File: src/design/servo_keyframe_sequencer_assert.svh
// assertion macros shared by the servo keyframe sequencer
`ifndef SERVO_KEYFRAME_SEQUENCER_ASSERT_SVH
`define SERVO_KEYFRAME_SEQUENCER_ASSERT_SVH

// property checked at every edge outside reset
`define SKF_ASSERT(name, prop, msg) \
  name: assert property (@(posedge clk_i) disable iff (!rst_ni) (prop)) \
    else $error(msg);

// consequence in the cycle after the trigger
`define SKF_ASSERT_NEXT(name, pre, post, msg) \
  name: assert property (@(posedge clk_i) disable iff (!rst_ni) (pre) |=> (post)) \
    else $error(msg);

`endif

File: src/design/skf_pkg.sv
// ----------------------------------------------------------------------------
// skf_pkg
// Types and constants shared by the servo keyframe sequencer modules.
// ----------------------------------------------------------------------------
`timescale 1ns / 1ps

package skf_pkg;

  localparam int unsigned FUNC_W    = 3;
  localparam int unsigned GID_W     = 4;
  localparam int unsigned POS_W     = 12;
  localparam int unsigned TIME_W    = 16;
  localparam int unsigned LOOP_W    = 16;
  localparam int unsigned MODE_W    = 2;
  localparam int unsigned TOTAL_W   = 5;
  localparam int unsigned POS_PORTS = 6;

  localparam logic [TIME_W-1:0] DEF_MOVE_TIME = 16'd500;

  typedef enum logic [FUNC_W-1:0] {
    FN_TICK      = 3'd0,
    FN_PLAY      = 3'd1,
    FN_STOP      = 3'd2,
    FN_REC_START = 3'd3,
    FN_REC_FRAME = 3'd4,
    FN_SAVE      = 3'd5,
    FN_DELETE    = 3'd6
  } func_e;

  typedef enum logic [MODE_W-1:0] {
    MODE_IDLE = 2'd0,
    MODE_PLAY = 2'd1,
    MODE_REC  = 2'd2,
    MODE_STOP = 2'd3
  } mode_e;

  // per-transaction result flags, decided at accept
  typedef struct packed {
    logic status;
    logic drive;
    logic stop;
  } rsp_info_t;

endpackage

File: src/design/skf_seq_core.sv
// ----------------------------------------------------------------------------
// skf_seq_core
// Sequencer state, group tables and per-operation decode; issues frame
// memory reads and writes.
// ----------------------------------------------------------------------------
`timescale 1ns / 1ps

module skf_seq_core #(
  parameter int unsigned GROUPS = 16,
  parameter int unsigned FRAMES = 64,
  parameter int unsigned SERVOS = 6,
  parameter int unsigned GW     = 4,
  parameter int unsigned FW     = 6,
  parameter int unsigned DW     = 88
) (
  input  logic                             clk_i,
  input  logic                             rst_ni,
  input  logic                             acc_i,
  input  logic [skf_pkg::FUNC_W-1:0]       func_i,
  input  logic [skf_pkg::GID_W-1:0]        gid_i,
  input  logic [skf_pkg::LOOP_W-1:0]       lc_i,
  input  logic [skf_pkg::POS_W-1:0]        pos_i [skf_pkg::POS_PORTS],
  input  logic                             cfg_we_i,
  input  logic [skf_pkg::TIME_W-1:0]       cfg_wdata_i,
  input  logic [skf_pkg::TIME_W-1:0]       rd_time_i,
  output logic                             mem_we_o,
  output logic [GW+FW-1:0]                 mem_waddr_o,
  output logic [DW-1:0]                    mem_wdata_o,
  output logic                             mem_re_o,
  output logic [GW+FW-1:0]                 mem_raddr_o,
  output skf_pkg::rsp_info_t               info_o,
  output logic [skf_pkg::MODE_W-1:0]       mode_o,
  output logic [skf_pkg::TOTAL_W-1:0]      total_o
);

  import skf_pkg::*;

  localparam int unsigned CW  = $clog2(FRAMES + 1);
  localparam int unsigned SGW = $clog2(GROUPS + 1);

  logic [CW-1:0]     fc_q [GROUPS];
  logic [LOOP_W-1:0] lt_q [GROUPS];

  mode_e              mode_q, mode_d;
  logic [GW-1:0]      act_q, act_d;
  logic [GW-1:0]      rec_q, rec_d;
  logic [CW-1:0]      fi_q, fi_d;
  logic [LOOP_W-1:0]  loops_q, loops_d;
  logic [TIME_W-1:0]  el_q, el_d;
  logic [SGW-1:0]     stored_q, stored_d;
  logic [TIME_W-1:0]  dmt_q;
  logic [TIME_W-1:0]  cur_time_q;
  logic               send_q;
  rsp_info_t          info_q, info_d;

  logic              gid_ok;
  logic [GW-1:0]     gid_idx;
  logic [GW-1:0]     rd_idx;
  logic [CW-1:0]     fc_rd;
  logic [CW-1:0]     fi_inc;
  logic [TIME_W-1:0] el_inc;
  logic              fc_we, lt_we, mem_we, mem_re;
  logic [GW-1:0]     tab_idx;
  logic [CW-1:0]     fc_wval;
  logic [LOOP_W-1:0] lt_wval;
  logic [GW+FW-1:0]  raddr;
  logic              last_pass;

  assign gid_ok  = {1'b0, gid_i} < TOTAL_W'(GROUPS);
  assign gid_idx = gid_i[GW-1:0];
  assign fi_inc  = fi_q + CW'(1);
  assign el_inc  = (el_q == '1) ? el_q : el_q + TIME_W'(1);

  always_comb begin
    unique case (func_e'(func_i))
      FN_TICK: rd_idx = act_q;
      FN_SAVE: rd_idx = rec_q;
      default: rd_idx = gid_idx;
    endcase
  end

  assign fc_rd = fc_q[rd_idx];

  always_comb begin
    info_d    = '0;
    mode_d    = mode_q;
    act_d     = act_q;
    rec_d     = rec_q;
    fi_d      = fi_q;
    loops_d   = loops_q;
    el_d      = el_q;
    stored_d  = stored_q;
    fc_we     = 1'b0;
    lt_we     = 1'b0;
    fc_wval   = '0;
    lt_wval   = '0;
    tab_idx   = gid_idx;
    mem_we    = 1'b0;
    mem_re    = 1'b0;
    raddr     = {act_q, fi_q[FW-1:0]};
    last_pass = 1'b0;
    unique case (func_e'(func_i))
      FN_TICK: begin
        if (mode_q == MODE_PLAY) begin
          el_d = el_inc;
          if (el_inc >= cur_time_q) begin
            fi_d = fi_inc;
            if (fi_inc >= fc_rd) begin
              if (loops_q == '0) begin
                fi_d = '0;
              end else if (loops_q > LOOP_W'(1)) begin
                loops_d = loops_q - LOOP_W'(1);
                fi_d    = '0;
              end else begin
                last_pass = 1'b1;
                mode_d    = MODE_IDLE;
              end
            end
            if (!last_pass) begin
              info_d.drive = 1'b1;
              mem_re       = 1'b1;
              raddr        = {act_q, fi_d[FW-1:0]};
              el_d         = '0;
            end
          end
        end
      end
      FN_PLAY: begin
        if (!gid_ok || fc_rd == '0) begin
          info_d.status = 1'b1;
        end else begin
          info_d.stop  = (mode_q == MODE_PLAY);
          info_d.drive = 1'b1;
          act_d        = gid_idx;
          fi_d         = '0;
          loops_d      = lt_q[gid_idx];
          mode_d       = MODE_PLAY;
          el_d         = '0;
          mem_re       = 1'b1;
          raddr        = {gid_idx, FW'(0)};
        end
      end
      FN_STOP: begin
        mode_d      = MODE_STOP;
        info_d.stop = 1'b1;
      end
      FN_REC_START: begin
        if (!gid_ok) begin
          info_d.status = 1'b1;
        end else begin
          fc_we   = 1'b1;
          lt_we   = 1'b1;
          lt_wval = lc_i;
          rec_d   = gid_idx;
          fi_d    = '0;
          mode_d  = MODE_REC;
        end
      end
      FN_REC_FRAME: begin
        if (mode_q != MODE_REC || fi_q >= CW'(FRAMES)) begin
          info_d.status = 1'b1;
        end else begin
          mem_we  = 1'b1;
          fi_d    = fi_inc;
          fc_we   = 1'b1;
          fc_wval = fi_inc;
          tab_idx = rec_q;
        end
      end
      FN_SAVE: begin
        if (mode_q != MODE_REC || fc_rd == '0) begin
          info_d.status = 1'b1;
        end else begin
          if (TOTAL_W'(rec_q) >= TOTAL_W'(stored_q)) begin
            stored_d = SGW'(rec_q) + SGW'(1);
          end
          mode_d = MODE_IDLE;
        end
      end
      FN_DELETE: begin
        if (!gid_ok) begin
          info_d.status = 1'b1;
        end else begin
          fc_we   = 1'b1;
          lt_we   = 1'b1;
          lt_wval = LOOP_W'(1);
          if ({1'b0, gid_i} < TOTAL_W'(stored_q)) begin
            stored_d = stored_q - SGW'(1);
          end
        end
      end
      default: begin
        info_d.status = 1'b1;
      end
    endcase
  end

  always_ff @(posedge clk_i or negedge rst_ni) begin
    if (!rst_ni) begin
      mode_q   <= MODE_IDLE;
      act_q    <= '0;
      rec_q    <= '0;
      fi_q     <= '0;
      loops_q  <= '0;
      el_q     <= '0;
      stored_q <= '0;
      info_q   <= '0;
      send_q   <= 1'b0;
      for (int g = 0; g < GROUPS; g++) begin
        fc_q[g] <= '0;
        lt_q[g] <= LOOP_W'(1);
      end
    end else begin
      send_q <= acc_i && mem_re;
      if (acc_i) begin
        mode_q   <= mode_d;
        act_q    <= act_d;
        rec_q    <= rec_d;
        fi_q     <= fi_d;
        loops_q  <= loops_d;
        el_q     <= el_d;
        stored_q <= stored_d;
        info_q   <= info_d;
        if (fc_we) begin
          fc_q[tab_idx] <= fc_wval;
        end
        if (lt_we) begin
          lt_q[tab_idx] <= lt_wval;
        end
      end
    end
  end

  always_ff @(posedge clk_i or negedge rst_ni) begin
    if (!rst_ni) begin
      dmt_q <= DEF_MOVE_TIME;
    end else if (cfg_we_i) begin
      dmt_q <= cfg_wdata_i;
    end
  end

  // time of the frame just sent, compared by later ticks
  always_ff @(posedge clk_i or negedge rst_ni) begin
    if (!rst_ni) begin
      cur_time_q <= '0;
    end else if (send_q) begin
      cur_time_q <= rd_time_i;
    end
  end

  for (genvar s = 0; s < SERVOS; s++) begin : g_wpos
    assign mem_wdata_o[s*POS_W +: POS_W] = pos_i[s];
  end
  assign mem_wdata_o[SERVOS*POS_W +: TIME_W] = dmt_q;

  assign mem_we_o    = acc_i && mem_we;
  assign mem_re_o    = acc_i && mem_re;
  assign mem_waddr_o = {rec_q, fi_q[FW-1:0]};
  assign mem_raddr_o = raddr;
  assign info_o      = info_q;
  assign mode_o      = mode_q;
  assign total_o     = TOTAL_W'(stored_q);

endmodule

File: config.mk
export PLATFORM = sky130hd
export DESIGN_NAME = skf_seq_core
export DESIGN_NICKNAME = d
export VERILOG_FILES = /design/src/design/servo_keyframe_sequencer_assert.svh /design/src/design/skf_pkg.sv /design/src/design/skf_seq_core.sv
export SDC_FILE = /design/constraint.sdc
export NUM_CORES = 1
export LEC_CHECK = 0
export BUFFER_PORTS_ARGS = -buffer_cell sky130_fd_sc_hd__buf_4
export CAP_MARGIN = 20
export CORE_UTILIZATION = 40
export CTS_BUF_LIST = sky130_fd_sc_hd__clkbuf_16
export DETAILED_ROUTE_END_ITERATION = 10
export GPL_TIMING_DRIVEN = 0
export SYNTH_ARGS = -nofsm -noshare
export SYNTH_HDL_FRONTEND = slang
export SYNTH_SLANG_ARGS = --single-unit
File: constraint.sdc
create_clock -name clk_i -period 5.7 [get_ports clk_i]
set_input_delay 0.285 -clock clk_i [delete_from_list [all_inputs] [get_ports clk_i]]
set_output_delay 0.285 -clock clk_i [all_outputs]
set_load 0.05 [all_outputs]
==> impl_metrics.csv, run 1 <==
group,metric,value,unit
status,status,"complete, no violations",
logic_synthesis,syn_inst,2231,
floorplanning,core_area,55500,sq um
logic_synthesis,synth_area_leaders,"dfrtp_1 (48%), o21ai_0 (8.9%), mux4_2 (8.0%), nand2_1 (7.4%), mux2_2 (2.8%)",
timing,hold_viol,0,
drt,first_pass_iters,6,
logic_synthesis,yosysSeqAreaShare,50.7,%
worst_setup_path,worstPathRequired,5.41,ns
logic_synthesis,yosysMostFrequentCell,"nand2_1",
worst_setup_path,start_kind,"flop",
clock_tree,cts_tree,"built",
clock_tree,clockBufferDepth,3,
timing,max_freq,181,MHz
timing,fin_crit_sh,96.8,%
final_layout,fin_nets,2671,
timing,setup_viol,0,
placed_design,port_buffers,175,
worst_hold_path,hold_class,"input port to flop",
logic_synthesis,synth_edf_count,0,
final_layout,antenna_cells,0,
global_route,grt_pass1_vias,17900,
drt,final_antenna_net_count,0,
floorplanning,num_io_pins,251,
placed_design,place.gp.congestion,0.924,
logic_synthesis,syn_area,22700,sq um
clock_tree,cts_max_level,2,
global_route,grtUsageTotal,24.2,%
drt,drc,0,
timing,slew_headroom,25.5,%
global_route,grt_pass1_wl,107000,um
worst_setup_path,endpoint_kind,"output pin",
timing,fin_crit,5.52,ns
placed_design,post-dp-hpwl,49800,um
drt,avgViaCountPerCell,5.59,
job,maxCapViolCount,0,
timing,setup_ws,0.183,ns
global_route,antenna_found_initial,0,
timing,skew,0.0370,ns
timing,tightest_slew,1.12,ns
logic_synthesis,synth-seq-cells,458,
logic_synthesis,synth_area_per_cell,10.2,sq um
clock_tree,root_buffer,"clkbuf_16",
power,ir_drop,0.231,mV
global_route,overflow,0,
drt,routed_wirelength,69400,um
power,power_leakage,0.0120,uW
floorplanning,rows,86,
floorplanning,start_util,40.8,%
logic_synthesis,synthArstFlopShare,100,%
floorplanning,die_w,240,um
clock_tree,numCtsBuffers,52,
power,power-per-cell-area,324,nW/um^2
final_layout,drive_gt1_share,21.9,%
logic_synthesis,syn_nets,2398,
clock_tree,clock_latency,0.61,ns
worst_setup_path,crit_type,"flop to output pin",
timing,holdWs,0.123,ns
clock_tree,clk_pin_slew,0.06,ns
timing,drv_slew,0,
worst_setup_path,cp.arrival,5.23,ns
logic_synthesis,synthTopCellsByCount,"nand2_1 (446), dfrtp_1 (436), o21ai_0 (405)",
placed_design,dp_slack,0.0969,ns
logic_synthesis,ys_warn_count,0,
floorplanning,chipHeight,240,um
logic_synthesis,yosysTopAreaCellShare,48.2,%
logic_synthesis,yosys.area.top_type,"dfrtp_1",
final_layout,fin_util,48.9,%
drt,num_vias,18400,
floorplanning,die-area,57600,sq um
drt,drt_first_iter_violations,1689,
worst_setup_path,path_max_fanout,10,
logic_synthesis,synth-main-ff-cell,"dfrtp_1",
clock_tree,numClockSinks,458,
drt,drt-wirelength-per-cell,21.1,um
global_route,grt_start_max_net_pins,112,
logic_synthesis,synth.distinct_cells,82,
final_layout,area_delta_synth_final,19.8,%
[through the flow]
step / cells / instance area, sq um / power (uW) / TNS [ns]
final: 3293 / 27100 / 8790 / 0
after global routing: 3293 / 27100 / 9180 / -0.0254
after CTS: 3290 / 27000 / 8830 / 0
after detailed placement: 3162 / 25100 / 5570 / 0
after global placement: 3154 / 24900 / 5530 / -107.67
after floorplan: 2231 / 22700 / 4930 / 0
[power breakdown]
| group | switching (uW) | total, uW | leakage, uW | internal (uW) |
|---|---|---|---|---|
| clock network | 1380 | 3210 | 0.000832 | 1830 |
| logic | 1220 | 1920 | 0.00498 | 703 |
| registers | 189 | 3660 | 0.00619 | 3470 |
[critical path, stage by stage (launching register included)]
cell	delay, ns
dfrtp_2	0.49
and4bb_1	0.30
or2_1	0.23
buf_2	0.22
nor2_4	0.22
mux2_2	0.38
a221o_1	0.38
o32a_2	0.25
ha_1	0.29
nand2b_1	0.18
a21o_1	0.20
a21oi_1	0.14
o21ai_1	0.17
a31oi_4	0.31
nand2b_1	0.24
a21oi_4	0.12
o31a_1	0.31
buf_4	0.19
[final timing paths]
kind	start	slack (ns)	cells past startpoint	end
max	rec_q[0]	0.18	17	mem_raddr_o[2]
min	lc_i[8]	0.12	3	lt_q[88]
max reg2reg	rec_q[0]	0.44	18	act_q[0]
min reg2reg	fc_q[60]	0.47	2	fc_q[60]
max in group asynchronous	rst_ni	4.05	4	dmt_q[7]
min in group asynchronous	rst_ni	0.25	2	lt_q[73]
[routing by layer]
metal	up-vias	GRT usage, %	routed length [um]
li1	8350	-	-
met3	100	3.28	4800
met4	0	6.97	1660
met2	667	37.8	32000
met1	9286	35.1	30900
met5	-	0	0
[timing repair]
action	4_1_cts	5_1_grt
hold buffers	33	0
pin swaps	0	2
endpoints found under the hold margin	106	0
setup endpoints to repair	7	7
resized for setup	5	11
setup buffers	0	3
[layout make-up]
type	instances	area, sq um
clock buffer	52	1300
sequential	458	11500
fill	5170	28400
multi-input combinational	1488	9820
clock inverter	43	312
inverter	50	188
tap	748	936
timing repair buffer	220	1850
buffer	234	1240
[logic make-up after synthesis]
family | count (synthesis) | share of synthesized area, %
xor+xnor | 19 | 0.801
fa+ha+maj | 36 | 1.99
buf+inv | 285 | 6.31
mux | 162 | 12.0
flops | 458 | 50.7
compound gates | 604 | 15.4
simple gates | 667 | 12.8
[sequential cells by signal, summed over array words and instances, names as in the netlist, 5 cells and up]
register    count
cur_time_q     16
loops_q        16
total_o         5
el_q           16
dmt_q          16
lt_q          256
fc_q          112
fi_q            7
[cells in the final DEF (no fill, tap or decap), types with 23 or more instances in the layout]
cell type      netlist  layout
nor2_1              54      53
dfrtp_1            436     435
mux4_2              80      80
buf_4               79     257
o22ai_1             23      23
mux2_2              57      57
a21oi_1             49      49
clkbuf_16            0      52
clkbuf_1           127     126
o21ai_0            405     404
dlygate4sd3_1        0      33
ha_1                36      36
nand2_1            446     446
nor3_1              27      24
nand3_1             44      43
inv_1               49      60
(Power assumes the default switching activity.)
==> run 2: changes to the inputs <==
- CORE_UTILIZATION: 40 -> 50
- PLACE_DENSITY: default -> 0.7
==> impl_metrics.csv, run 2 (synthesis results as in run 1) <==
group,metric,value,unit
status,status,"complete, no violations",
final_layout,final_common_cell,"nand2_1",
placed_design,port_buffers,175,
final_layout,final_cell_mix,"nand2_1 (446), dfrtp_1 (435), o21ai_0 (404)",
clock_tree,numClockSinks,458,
drt,routed_wirelength,67400,um
worst_setup_path,worstPathRequired,5.41,ns
worst_setup_path,path_cells,"clkbuf_2 -> a31o_2 -> buf_6 -> a211oi_2 -> a221o_1 -> o32a_2 -> ha_1 -> nand2b_1 -> a21o_1 -> a21oi_1 -> o21ai_1 -> a31oi_4 -> nand2b_1 -> a21oi_2 -> buf_4 -> o31a_1 -> buf_4",
timing,skew,0.0289,ns
clock_tree,cts_max_level,2,
job,maxCapViolCount,0,
worst_setup_path,worst-path-buf-inv,4,
power,ir_drop,0.271,mV
final_layout,fin_util,60.5,%
worst_hold_path,hold_class,"input port to flop",
worst_setup_path,timing.critical_path.max_delay_family,"compound AO/OA/AOI/OAI gates",
final_layout,area_delta_synth_final,18.7,%
timing,setup_viol,0,
global_route,grt_start_max_net_pins,121,
timing,hold_viol,0,
drt,drt-wirelength-per-cell,21.5,um
power,power_leakage,0.0120,uW
final_layout,fin_nets,2669,
timing,max_freq,180,MHz
final_layout,largestRegisters,"lt_q x256, fc_q x112",
placed_design,place.gp.congestion,0.958,
drt,num_vias,18700,
worst_setup_path,path_max_fanout,10,
drt,first_pass_iters,5,
final_layout,largest_reg_flops,256,
placed_design,dp.cells,3006,
global_route,antenna_found_initial,0,
power,power-per-cell-area,326,nW/um^2
global_route,grt_pass1_vias,18800,
clock_tree,clk_pin_slew,0.06,ns
final_layout,fin_cells,3135,
timing,slew_headroom,27.2,%
floorplanning,chipHeight,215,um
worst_setup_path,start_kind,"flop",
placed_design,post-dp-hpwl,47700,um
timing,drv_slew,0,
floorplanning,die-area,46200,sq um
clock_tree,numCtsBuffers,50,
timing,tightest_slew,1.08,ns
global_route,overflow,0,
timing,grt_setup_unrepaired,"false",
worst_setup_path,cpMaxStageDelayCell,"a211oi_2",
worst_setup_path,crit_type,"flop to output pin",
floorplanning,rows,77,
timing,fin_crit,5.56,ns
floorplanning,num_io_pins,251,
worst_setup_path,endpoint_kind,"output pin",
drt,drc,0,
final_layout,regMostFlops,"lt_q",
worst_setup_path,cp.arrival,5.28,ns
worst_setup_path,slowest_delay,0.82,ns
drt,final_antenna_net_count,0,
floorplanning,die_w,215,um
global_route,grtUsageTotal,29.3,%
drt,avgViaCountPerCell,5.95,
global_route,grt_pass1_wl,106000,um
clock_tree,clockBufferDepth,3,
floorplanning,start_util,51.0,%
final_layout,fillers,3750,
clock_tree,root_buffer,"clkbuf_16",
drt,drt_first_iter_violations,1898,
final_layout,drive_gt1_share,21.8,%
clock_tree,cts_tree,"built",
floorplanning,core_area,44400,sq um
clock_tree,clock_latency,0.61,ns
timing,fin_crit_sh,97.6,%
## run 2: cell count changes in the layout (fill, tap and decap cells not counted), moves of 2 or more
cell      delta
clkinv_1     -4
nor3_1       +2
inv_1        +3
inv_6        -2
nor3_2       -2
## run 2: layout make-up
type / count / area (sq um) / area share [%]
Antenna cell: 1 / 2.50 / 0.00931
Buffer: 234 / 1240 / 4.61
Clock buffer: 51 / 1280 / 4.75
Clock inverter: 41 / 303 / 1.13
Inverter: 50 / 188 / 0.698
Multi-Input combinational cell: 1488 / 9800 / 36.4
Sequential cell: 458 / 11500 / 42.7
Tap cell: 592 / 741 / 2.75
Timing Repair Buffer: 220 / 1850 / 6.88
## run 2: routing by layer
layer  up-vias  track usage [%]  wire (um)
li1       8348                -          -
met5         -                0          0
met2       825             45.3      31500
met3       167             5.92       5580
met1      9326             39.8      27600
met4         0             13.7       2730
## run 2: final timing paths
kind                                   to  slack, ns      start  cells after the start
max                        mem_raddr_o[2]       0.14   rec_q[1]                     17
min reg2reg                     lt_q[231]       0.48  lt_q[231]                      2
max reg2reg                      act_q[2]       0.39   rec_q[0]                     18
max in group asynchronous        lt_q[99]       4.23     rst_ni                      4
min                              lt_q[77]       0.11   lc_i[13]                      3
min in group asynchronous       dmt_q[10]       0.16     rst_ni                      2
## run 2: what timing repair did
action,CTS,global route
buffers inserted,0,1
resized for setup,3,12
hold buffers,33,0
pin swaps,0,3
hold endpoints to repair,76,0
setup endpoints to repair,7,7
## run 2: tightest hold or removal path: stages
cell	delay, ns
buf_4	0.08
nand2_1	0.13
o21ai_0	0.18
## run 2: power by group
group          leakage, uW  internal (uW)  switching, uW
Combinational      0.00498            707           1230
Sequential         0.00619           3470            197
Clock             0.000827           1800           1350
## run 2: through the flow
stage | worst slack (ns) | area (sq um) | setup TNS, ns | hold slack, ns | power (uW)
after CTS | 0.0278 | 26800 | 0 | 0.0922 | 8750
after floorplan | 0.954 | 22700 | 0 | -0.0106 | 4930
final | 0.137 | 26900 | 0 | 0.111 | 8760
after detailed placement | 0.219 | 24900 | 0 | 0.179 | 5570
after global placement | -0.182 | 24700 | -54.86 | 0.456 | 5510
after global routing | 0.0163 | 26900 | 0 | 0.131 | 9080
